$ cat config.mk
export PLATFORM = sky130hd
export DESIGN_NAME = base64_stream_encoder_top
export DESIGN_NICKNAME = d
export VERILOG_FILES = /design/src/b64e_pkg.sv /design/src/b64e_front.sv /design/src/b64e_fifo.sv /design/src/b64e_back.sv /design/src/base64_stream_encoder_top.sv
export SDC_FILE = /design/constraint.sdc
export NUM_CORES = 1
export LEC_CHECK = 0
export BUFFER_PORTS_ARGS = -buffer_cell sky130_fd_sc_hd__buf_2
export CAP_MARGIN = 20
export CORE_ASPECT_RATIO = 0.5
export CORE_MARGIN = 5
export CORE_UTILIZATION = 35
export DETAILED_ROUTE_END_ITERATION = 8
export GPL_TIMING_DRIVEN = 0
export HOLD_SLACK_MARGIN = 0.12
export MAX_ROUTING_LAYER = met4
export PLACE_DENSITY = 0.53
export SKIP_CTS_REPAIR_TIMING = 1
export SLEW_MARGIN = 10
export SYNTH_ARGS = -nofsm -noshare
export SYNTH_HDL_FRONTEND = slang
export SYNTH_HIERARCHICAL = 1
export SYNTH_SLANG_ARGS = --single-unit
$ cat constraint.sdc
create_clock -name clk -period 2.8 [get_ports clk]
set_input_delay 0.14 -clock clk [delete_from_list [all_inputs] [get_ports clk]]
set_output_delay 0.14 -clock clk [all_outputs]
set_load 0.005 [all_outputs]
$ cat src/b64e_pkg.sv
package b64e_pkg;

    // Symbol carried from the front to the back: a pad flag over a sextet.
    localparam int SYM_W = 7;
    localparam int MAX_CHARS = 4;
    localparam int IDX_W = 2;

    // Depth of the transaction queue between the front and the back.
    localparam int FIFO_DEPTH = 2;
    localparam int FIFO_AW = (FIFO_DEPTH > 1) ? $clog2(FIFO_DEPTH) : 1;
    localparam int FIFO_CW = $clog2(FIFO_DEPTH + 1);

    localparam logic [7:0] PAD_CHAR = 8'h3D;
    localparam logic [SYM_W-1:0] PAD_SYM = 7'h40;

    typedef logic [SYM_W-1:0] sym_t;

    // One queued job: the characters caused by one input byte.
    typedef struct packed {
        sym_t [MAX_CHARS-1:0] syms;
        logic [IDX_W-1:0]     last_idx;
        logic                 eom;
    } job_t;

    // Map a symbol onto its ASCII code in the standard alphabet.
    function automatic logic [7:0] sym_to_ascii(input sym_t sym);
        logic [7:0] v;
        v = {2'b00, sym[5:0]};
        if (sym[6])
            return PAD_CHAR;
        else if (v < 8'd26)
            return 8'h41 + v;
        else if (v < 8'd52)
            return 8'h61 + (v - 8'd26);
        else if (v < 8'd62)
            return 8'h30 + (v - 8'd52);
        else if (v == 8'd62)
            return 8'h2B;
        else
            return 8'h2F;
    endfunction

endpackage

$ cat src/b64e_front.sv
module b64e_front (
    input  logic             clk,
    input  logic             rst_n,
    input  logic [7:0]       data_byte,
    input  logic             end_of_message,
    input  logic             in_valid,
    output logic             in_ready,
    output logic             push_valid,
    input  logic             push_ready,
    output b64e_pkg::job_t   push_job
);

    typedef enum logic [1:0] {
        PH_0 = 2'd0,
        PH_1 = 2'd1,
        PH_2 = 2'd2
    } phase_t;

    phase_t     phase_reg, phase_next;
    logic [3:0] carry_reg, carry_next;
    logic       accept;

    assign in_ready   = push_ready;
    assign push_valid = in_valid;
    assign accept     = in_valid && push_ready;

    // Classify the byte by its group position and build its job.
    always_comb
    begin
        push_job = '0;
        push_job.eom = end_of_message;
        phase_next = phase_reg;
        carry_next = carry_reg;
        unique case (phase_reg)
            PH_1:
            begin
                push_job.syms[0] = {1'b0, carry_reg[1:0], data_byte[7:4]};
                carry_next = data_byte[3:0];
                phase_next = PH_2;
                if (end_of_message)
                begin
                    push_job.syms[1] = {1'b0, data_byte[3:0], 2'b00};
                    push_job.syms[2] = b64e_pkg::PAD_SYM;
                    push_job.last_idx = 2'd2;
                end
            end
            PH_2:
            begin
                push_job.syms[0] = {1'b0, carry_reg[3:0], data_byte[7:6]};
                push_job.syms[1] = {1'b0, data_byte[5:0]};
                push_job.last_idx = 2'd1;
                carry_next = 4'd0;
                phase_next = PH_0;
            end
            default:
            begin
                push_job.syms[0] = {1'b0, data_byte[7:2]};
                carry_next = {2'b00, data_byte[1:0]};
                phase_next = PH_1;
                if (end_of_message)
                begin
                    push_job.syms[1] = {1'b0, data_byte[1:0], 4'b0000};
                    push_job.syms[2] = b64e_pkg::PAD_SYM;
                    push_job.syms[3] = b64e_pkg::PAD_SYM;
                    push_job.last_idx = 2'd3;
                end
            end
        endcase
        // The last byte returns the encoder to the start of a group.
        if (end_of_message)
        begin
            phase_next = PH_0;
            carry_next = 4'd0;
        end
    end

    // Group position and leftover bits advance on each accepted byte.
    always_ff @(posedge clk or negedge rst_n)
    begin
        if (!rst_n)
        begin
            phase_reg <= PH_0;
            carry_reg <= 4'd0;
        end
        else if (accept)
        begin
            phase_reg <= phase_next;
            carry_reg <= carry_next;
        end
    end

endmodule

$ cat src/b64e_fifo.sv
module b64e_fifo (
    input  logic           clk,
    input  logic           rst_n,
    input  logic           wr_valid,
    output logic           wr_ready,
    input  b64e_pkg::job_t wr_job,
    output logic           rd_valid,
    input  logic           rd_ready,
    output b64e_pkg::job_t rd_job
);

    b64e_pkg::job_t                  entry_reg [b64e_pkg::FIFO_DEPTH];
    logic [b64e_pkg::FIFO_AW-1:0]    wr_ptr_reg, wr_ptr_next;
    logic [b64e_pkg::FIFO_AW-1:0]    rd_ptr_reg, rd_ptr_next;
    logic [b64e_pkg::FIFO_CW-1:0]    count_reg, count_next;
    logic                            do_wr, do_rd;

    assign wr_ready = (count_reg != b64e_pkg::FIFO_CW'(b64e_pkg::FIFO_DEPTH));
    assign rd_valid = (count_reg != '0);
    assign rd_job   = entry_reg[rd_ptr_reg];
    assign do_wr    = wr_valid && wr_ready;
    assign do_rd    = rd_valid && rd_ready;

    // Pointer wrap and occupancy.
    always_comb
    begin
        wr_ptr_next = wr_ptr_reg;
        rd_ptr_next = rd_ptr_reg;
        count_next  = count_reg;
        if (do_wr)
            wr_ptr_next = (wr_ptr_reg == b64e_pkg::FIFO_AW'(b64e_pkg::FIFO_DEPTH - 1))
                ? '0 : wr_ptr_reg + 1'b1;
        if (do_rd)
            rd_ptr_next = (rd_ptr_reg == b64e_pkg::FIFO_AW'(b64e_pkg::FIFO_DEPTH - 1))
                ? '0 : rd_ptr_reg + 1'b1;
        if (do_wr && !do_rd)
            count_next = count_reg + 1'b1;
        else if (do_rd && !do_wr)
            count_next = count_reg - 1'b1;
    end

    always_ff @(posedge clk or negedge rst_n)
    begin
        if (!rst_n)
        begin
            wr_ptr_reg <= '0;
            rd_ptr_reg <= '0;
            count_reg  <= '0;
        end
        else
        begin
            wr_ptr_reg <= wr_ptr_next;
            rd_ptr_reg <= rd_ptr_next;
            count_reg  <= count_next;
        end
    end

    // Queue storage holds payload only.
    always_ff @(posedge clk)
    begin
        if (do_wr)
            entry_reg[wr_ptr_reg] <= wr_job;
    end

endmodule

$ cat src/b64e_back.sv
module b64e_back (
    input  logic           clk,
    input  logic           rst_n,
    input  logic           pop_valid,
    output logic           pop_ready,
    input  b64e_pkg::job_t pop_job,
    output logic [7:0]     out_char,
    output logic           final_char,
    output logic           out_valid,
    input  logic           out_ready
);

    b64e_pkg::job_t                job_reg;
    logic                          job_valid_reg, job_valid_next;
    logic [b64e_pkg::IDX_W-1:0]    idx_reg, idx_next;
    logic [7:0]                    char_reg, char_next;
    logic                          final_reg, final_next;
    logic                          ovalid_reg, ovalid_next;
    logic                          load_ok, load, job_done;

    assign out_char   = char_reg;
    assign final_char = final_reg;
    assign out_valid  = ovalid_reg;

    // The output register takes a character whenever it is empty or being drained and a job is held.
    assign load_ok   = !ovalid_reg || out_ready;
    assign load      = load_ok && job_valid_reg;
    assign job_done  = load && (idx_reg == job_reg.last_idx);
    assign pop_ready = !job_valid_reg || job_done;

    always_comb
    begin
        job_valid_next = job_valid_reg;
        idx_next       = idx_reg;
        char_next      = char_reg;
        final_next     = final_reg;
        ovalid_next    = ovalid_reg;
        if (load_ok)
            ovalid_next = job_valid_reg;
        if (load)
        begin
            char_next  = b64e_pkg::sym_to_ascii(job_reg.syms[idx_reg]);
            final_next = job_reg.eom && (idx_reg == job_reg.last_idx);
            idx_next   = idx_reg + 1'b1;
        end
        if (pop_ready)
        begin
            job_valid_next = pop_valid;
            idx_next       = '0;
        end
    end

    always_ff @(posedge clk or negedge rst_n)
    begin
        if (!rst_n)
        begin
            job_valid_reg <= 1'b0;
            idx_reg       <= '0;
            ovalid_reg    <= 1'b0;
        end
        else
        begin
            job_valid_reg <= job_valid_next;
            idx_reg       <= idx_next;
            ovalid_reg    <= ovalid_next;
        end
    end

    // Current job and output character are payload.
    always_ff @(posedge clk)
    begin
        if (pop_ready && pop_valid)
            job_reg <= pop_job;
        char_reg  <= char_next;
        final_reg <= final_next;
    end

endmodule

$ cat src/base64_stream_encoder_top.sv
// A byte's first character moves through the queue, the job register and the output register.
// Throughput: one character per cycle while out_ready holds, set by the single output register; a
// byte yields one to four characters, so sustained input is one byte per cycle only as they drain.
// A two-entry queue between the byte classifier and the character emitter absorbs stalls.
// Reset (rst_n, asynchronous, active low) empties the queue and output and restarts the group.
module base64_stream_encoder_top (
    input  logic       clk,
    input  logic       rst_n,
    input  logic [7:0] data_byte,
    input  logic       end_of_message,
    input  logic       in_valid,
    output logic       in_ready,
    output logic [7:0] out_char,
    output logic       final_char,
    output logic       out_valid,
    input  logic       out_ready
);

    logic           push_valid, push_ready;
    b64e_pkg::job_t push_job;
    logic           pop_valid, pop_ready;
    b64e_pkg::job_t pop_job;

    // Byte classification and group tracking.
    b64e_front u_front (
        .clk            (clk),
        .rst_n          (rst_n),
        .data_byte      (data_byte),
        .end_of_message (end_of_message),
        .in_valid       (in_valid),
        .in_ready       (in_ready),
        .push_valid     (push_valid),
        .push_ready     (push_ready),
        .push_job       (push_job)
    );

    // Job queue between the two halves.
    b64e_fifo u_fifo (
        .clk      (clk),
        .rst_n    (rst_n),
        .wr_valid (push_valid),
        .wr_ready (push_ready),
        .wr_job   (push_job),
        .rd_valid (pop_valid),
        .rd_ready (pop_ready),
        .rd_job   (pop_job)
    );

    // Character emission, one per cycle while out_ready holds.
    b64e_back u_back (
        .clk        (clk),
        .rst_n      (rst_n),
        .pop_valid  (pop_valid),
        .pop_ready  (pop_ready),
        .pop_job    (pop_job),
        .out_char   (out_char),
        .final_char (final_char),
        .out_valid  (out_valid),
        .out_ready  (out_ready)
    );

endmodule

==> results of run 1 <==
[per-layer routing]
layer / up-vias / routed length, µm
li1: 1404 / -
met5: - / 0
met4: 0 / 70
met2: 42 / 4270
met3: 7 / 310
met1: 1381 / 5020
[cell usage after synthesis, types with 2 or more instances]
library cell / instances
a21oi_1: 4
a22oi_1: 6
a32oi_1: 2
and2_1: 5
and2_2: 2
and3_1: 3
buf_12: 3
buf_2: 5
buf_4: 20
buf_6: 4
dfrtp_1: 14
edfxtp_1: 102
ha_1: 12
inv_1: 9
mux2_2: 3
mux2_4: 29
mux2i_1: 6
mux4_1: 3
mux4_2: 4
nand2_1: 19
nand2b_1: 8
nand3_1: 12
nand3b_1: 2
nand4b_1: 3
nor2_1: 11
nor3_1: 3
o21a_1: 2
o21ai_0: 7
o21bai_1: 3
o2bb2ai_1: 4
xnor2_1: 9
xor2_1: 6
[cell usage in the layout, fill, tap and decap left out, drive strengths merged, types with 4 or more instances in the layout]
cell	n
a21oi	4
a22oi	6
and2	7
buf	58
clkbuf	18
clkinvlp	5
conb	14
dfrtp	14
dlygate4sd3	11
edfxtp	102
ha	12
inv	16
mux2	32
mux2i	6
mux4	7
nand2	20
nand2b	8
nand3	12
nor2	11
o21ai	7
o2bb2ai	4
xnor2	9
xor2	6
[final cells by class]
| type | instances | area (µm²) | share of cell area [%] |
|---|---|---|---|
| sequential | 116 | 3410 | 52.2 |
| timing repair buffer | 37 | 268 | 4.09 |
| clock buffer | 18 | 429 | 6.56 |
| buffer | 32 | 280 | 4.29 |
| inverter | 9 | 33.8 | 0.517 |
| clock inverter | 14 | 121 | 1.86 |
| tap | 204 | 255 | 3.90 |
| multi-input combinational | 199 | 1740 | 26.6 |
[cell families (layout without fill, tap and decap cells)]
| logic type | count (synthesis) | count (layout) | synth area share (%) |
|---|---|---|---|
| AOI/OAI and AO/OA | 37 | 37 | 5.26 |
| other | 1 | 14 | 0.0694 |
| xor gates and xnor gates | 15 | 15 | 2.43 |
| adders and majority gates | 12 | 12 | 2.78 |
| DFF | 116 | 116 | 63.2 |
| and+or+nand+nor | 76 | 76 | 7.53 |
| buffers and inverters | 41 | 110 | 5.81 |
| muxes | 45 | 45 | 12.9 |
[path summary, 6_finish.rpt]
path,startpoint,to,slack [ns],cells past startpoint
worst min register to register,u_back/job_valid_reg$_DFFE_PN0N_,u_back/out_valid$_DFFE_PN0P_,0.48,1
worst max-delay path,u_back/idx_reg[0]$_DFFE_PN0P_,u_back/out_char[6]$_SDFFCE_PP0P_,0.18,9
min in group asynchronous,rst_n,u_fifo/rd_ptr_reg$_DFFE_PN0P_,0.19,2
worst max register to register,u_back/idx_reg[0]$_DFFE_PN0P_,u_back/out_char[6]$_SDFFCE_PP0P_,0.18,9
max in group asynchronous,rst_n,u_front/carry_reg[0]$_DFFE_PN0P_,2.35,2
worst min-delay path,data_byte[4],u_fifo/entry_reg[0][5]$_DFFE_PP_,0.11,3
[stage by stage]
step	instance area [µm²]	setup slack (ns)	total power, µW	setup TNS, ns	util [%]
after floorplan	5450	0.286	5420	0	-
after global placement	5820	-0.763	6190	-23.59	38.2
after detailed placement	5860	-0.00105	6250	-0.00105	38.4
after CTS	6410	-0.00239	8280	-0.00239	42.0
after global routing	6540	-0.0233	8820	-0.0309	42.9
final	6540	0.178	8250	0	42.9
[worst max-delay path: stages (launching register included)]
cell     delay (ns)
dfrtp_1        0.42
buf_6          0.20
mux4_2         0.55
inv_1          0.10
ha_1           0.26
nor3b_1        0.25
mux2i_2        0.15
o21a_1         0.20
o32ai_1        0.13
nor3_1         0.09
[report_power, final]
group | switching [µW] | internal (µW) | total [µW] | leakage (µW)
combinational | 1770 | 1570 | 3350 | 0.00113
sequential | 185 | 2720 | 2900 | 0.00112
clock | 847 | 1160 | 2000 | 0.000254
==> reports/summary.txt, run 1 <==
Max Fclk: 0.381 GHz
Setup crit end kind: flop
Clock transition at path regs: 0.06 ns
Peak supply drop: 0.476 mV
GRT Max-Usage Layer: met1
Top cells by area, synth: edfxtp_1 (57%), mux2_4 (8.1%), dfrtp_1 (6.5%)
Hold_ws: 0.107 ns
Port Buf Inserts: 23
Seq/Total Area, Yosys: 63.2%
DR WL/cell: 15.4 µm
Setup violators final: 0
GR Util met2: 15.9%
Worst Path Required: 2.93 ns
Largest net degree at the start of global routing: 32
Maximum fanout along the worst path: 10
M3 GR Usage: 3.46%
GRT Total Usage: 11.6%
Htree depth: 4
Remaining antenna violation count: 0
Residual DRC: 0
Largest register FFs: 62
Cell Area, Synth: 0.00540 mm²
Distinct cells, synth: 50
Hold Path Class: input port to flop
Die height: 97.8 µm
Row count: 32
Final Cycle Share: 93.6%
GRT overflow: 0
Register bit total from synthesis: 116
Yosys Warn Count: 6
Clk_lat worst skew: 0.41 ns
Max-cap violations: 0
Slew @ Worst Pin: 0.815 ns
Synth async-reset ratio: 12.1%
Slew HR: 45.7%
Num ports: 24
Via count: 2834
Clock Tree Buf Depth: 2
CP Launch Type: flop
CTS root buf: clkbuf_16
Final cell count without fillers: 629
Nets@finish: 437
First-pass GRT wire length: 15600 µm
Drt via density: 4.51
Final wirelength: 9670 µm
Area Growth Syn to Fin: 21.1%
Fraction of layout cells with a size suffix above 1: 32.2%
Sink Count: 116
Crit path kind: flop to flop
Placed Instances: 584
Initial DRC Count: 212
Number of global-route vias before repair: 2872
Arr. time, crit path: 2.76 ns
Initial antenna violation count: 0
Cells after synthesis: 343
Post-synth EDFFs: 102
Clock Skew: 0.00910 ns
Synth top area share: 56.7%
Fillers: 1379
Leak pwr: 0.00251 µW
Initial Utilization: 35.4%
Grt met1 use: 16.7%
Final Hold Fails: 0
Mean area per synthesized cell: 15.7 µm²
Die area: 0.0182 mm²
ANT cells: 0
Global placer's final weighted congestion: 0.848
Status: finished, final reports clean
Pre-Repair DR Iteration Count: 4
Post-route minimum period: 2.62 ns
Post-synth top area cell: edfxtp_1
Core Footprint: 0.0153 mm²
TritonCTS clock tree: built
Die width: 186 µm
Top_reg_cell synth: edfxtp_1
Hpwl dp: 6360 µm
Slew Limit Fails: 0
Clock buffers created by TritonCTS: 17
Pwr Density: 1260 mW/mm²
Power figures use the tool's default switching activity.
==> run 2, diff against run 1 <==
Settings changed: MAX_ROUTING_LAYER met4 to not set, REMOVE_ABC_BUFFERS set to 1.
==> reports/summary.txt, run 2 (synthesized netlist as in run 1, its figures left out) <==
GRT Total Usage: 10.9%
Sink Count: 116
Global placer's final weighted congestion: 0.745
Worst hold endpoint: u_fifo/entry_reg[1][8]$_DFFE_PP_
Core Footprint: 0.0153 mm²
Number of global-route vias before repair: 2794
Clock power share: 25.6%
Final Cycle Share: 95.0%
Max-cap violations: 0
Fillers: 1379
Initial DRC Count: 166
Initial antenna violation count: 0
R2R cell count: 7
Clk_lat worst skew: 0.40 ns
Critical-path cell list: mux4_2 -> ha_1 -> inv_1 -> o221ai_4 -> xor2_1 -> xnor2_1 -> a211o_1
Largest register FFs: 62
Multi-input gate area: 0.00175 mm²
Maximum fanout along the worst path: 11
Peak supply drop: 0.505 mV
First-pass GRT wire length: 15100 µm
Clock Skew: 0.0152 ns
Die height: 97.8 µm
CP Buf/Inv Count: 1
Crit path kind: flop to flop
Nets@finish: 410
CP Launch Type: flop
Pre-Repair DR Iteration Count: 4
Area Growth Syn to Fin: 18.0%
Final Hold Fails: 0
DR WL/cell: 15.5 µm
Largest net degree at the start of global routing: 32
Setup violators final: 0
Num ports: 24
Final Util: 41.8%
Fraction of layout cells with a size suffix above 1: 28.1%
Slew Limit Fails: 0
Port Buf Inserts: 23
Final setup TNS: 0 ns
Drt via density: 4.61
ANT cells: 0
Hpwl dp: 6060 µm
Internal power: 5510 µW
RR Startpoint: u_back/idx_reg[0]$_DFFE_PN0P_
Remaining antenna violation count: 0
Reg power frac: 36.5%
Arr. time, crit path: 2.81 ns
RSZ-0062 raised after global routing: no
Hold Path Class: input port to flop
Net Sw Power: 2680 µW
Htree depth: 4
Clock buffers created by TritonCTS: 17
Status: finished, final reports clean
Family with the most delay on the worst path: multiplexers
Max Fclk: 0.376 GHz
Slew HR: 50.2%
Pwr Density: 1280 mW/mm²
Comb power frac: 37.9%
Final wirelength: 9310 µm
Switch share: 32.7%
Hold depth: 3
Clock transition at path regs: 0.06 ns
Worst path slowest cell: mux4_2
TritonCTS clock tree: built
Maximum single-stage delay on the critical path: 0.72 ns
GRT overflow: 0
Reg area: 0.00342 mm²
Clock Tree Buf Depth: 2
Row count: 32
Die area: 0.0182 mm²
CTS root buf: clkbuf_16
Most frequent cells in the layout: edfxtp_1 (102), mux2_4 (29), buf_2 (23)
Worst Path Required: 2.95 ns
Die width: 186 µm
Commonest non-fill, non-tap cell in the layout: edfxtp_1
Post-route minimum period: 2.66 ns
Via count: 2776
Residual DRC: 0
Initial Utilization: 35.4%
Setup crit end kind: flop
Tot Pwr: 8190 µW
R2R setup slack: 0.14 ns
Hold Crit Start: data_byte[7]
Leak pwr: 0.00240 µW
Slew @ Worst Pin: 0.746 ns
Reg2Reg Capture Point: u_back/out_char[4]$_SDFFCE_PP1P_
## run 2: changes by cell type in the layout (fill, tap and decap cells not counted), moves of 3 or more
cell,before,now
buf_6,4,0
inv_6,5,2
buf_2,28,23
dfrtp_1,14,11
clkinvlp_4,5,0
buf_4,22,6
## run 2: final cells by class
type                       count  area share, %
tap                          204           4.00
multi-input combinational    199           27.5
clock buffer                  23           7.85
sequential                   116           53.6
timing repair buffer          42           5.14
clock inverter                 9           1.37
inverter                       9          0.530
## run 2: power by group through the flow
stage          sequential, µW  combinational, µW  clock (µW)
2_1_floorplan            3020               2150           0
3_3_place_gp             3130               2790           0
3_5_place_dp             3040               2960           0
4_1_cts                  3010               2970        2150
5_1_grt                  3060               3430        2230
6_report                 2990               3100        2100
## run 2: worst max-delay path by stage
stage	start	end	cells after the start
detailed placement	u_back/idx_reg[0]$_DFFE_PN0P_	u_back/out_char[4]$_SDFFCE_PP1P_	8
global placement	u_fifo/count_reg[0]$_DFFE_PN0P_	u_fifo/entry_reg[0][18]$_DFFE_PP_	3
floorplan	u_back/idx_reg[0]$_DFFE_PN0P_	u_back/out_char[4]$_SDFFCE_PP1P_	8
finish	u_back/idx_reg[0]$_DFFE_PN0P_	u_back/out_char[4]$_SDFFCE_PP1P_	7
CTS	u_back/idx_reg[0]$_DFFE_PN0P_	u_back/out_char[4]$_SDFFCE_PP1P_	8
global route	u_back/idx_reg[0]$_DFFE_PN0P_	u_back/out_char[4]$_SDFFCE_PP1P_	7
## run 2: worst register-to-register path, stage by stage (launching register included)
cell and delay (ns):
dfrtp_4 0.53, mux4_2 0.72, ha_1 0.33, inv_1 0.11, o221ai_4 0.14, xor2_1 0.18
xnor2_1 0.14, a211o_1 0.26
## run 2: per-stage QoR
step	area (µm²)	cells	worst slack [ns]	hold WS [ns]
finish	6370	602	0.139	0.125
global route	6370	602	0.00560	0.122
CTS	6210	586	-0.453	-0.374
detailed placement	5620	554	-0.439	0.0678
global placement	5540	551	-0.828	0.0660
floorplan	5170	324	0.127	-0.156
## run 2: layer usage
| metal | up-vias | global-route usage (%) | wire, µm |
|---|---|---|---|
| met1 | 1346 | 14.9 | 4440 |
| met2 | 67 | 15.9 | 4180 |
| li1 | 1349 | - | - |
| met4 | 0 | 4.76 | 162 |
| met5 | - | 0 | 0 |
| met3 | 14 | 3.42 | 523 |
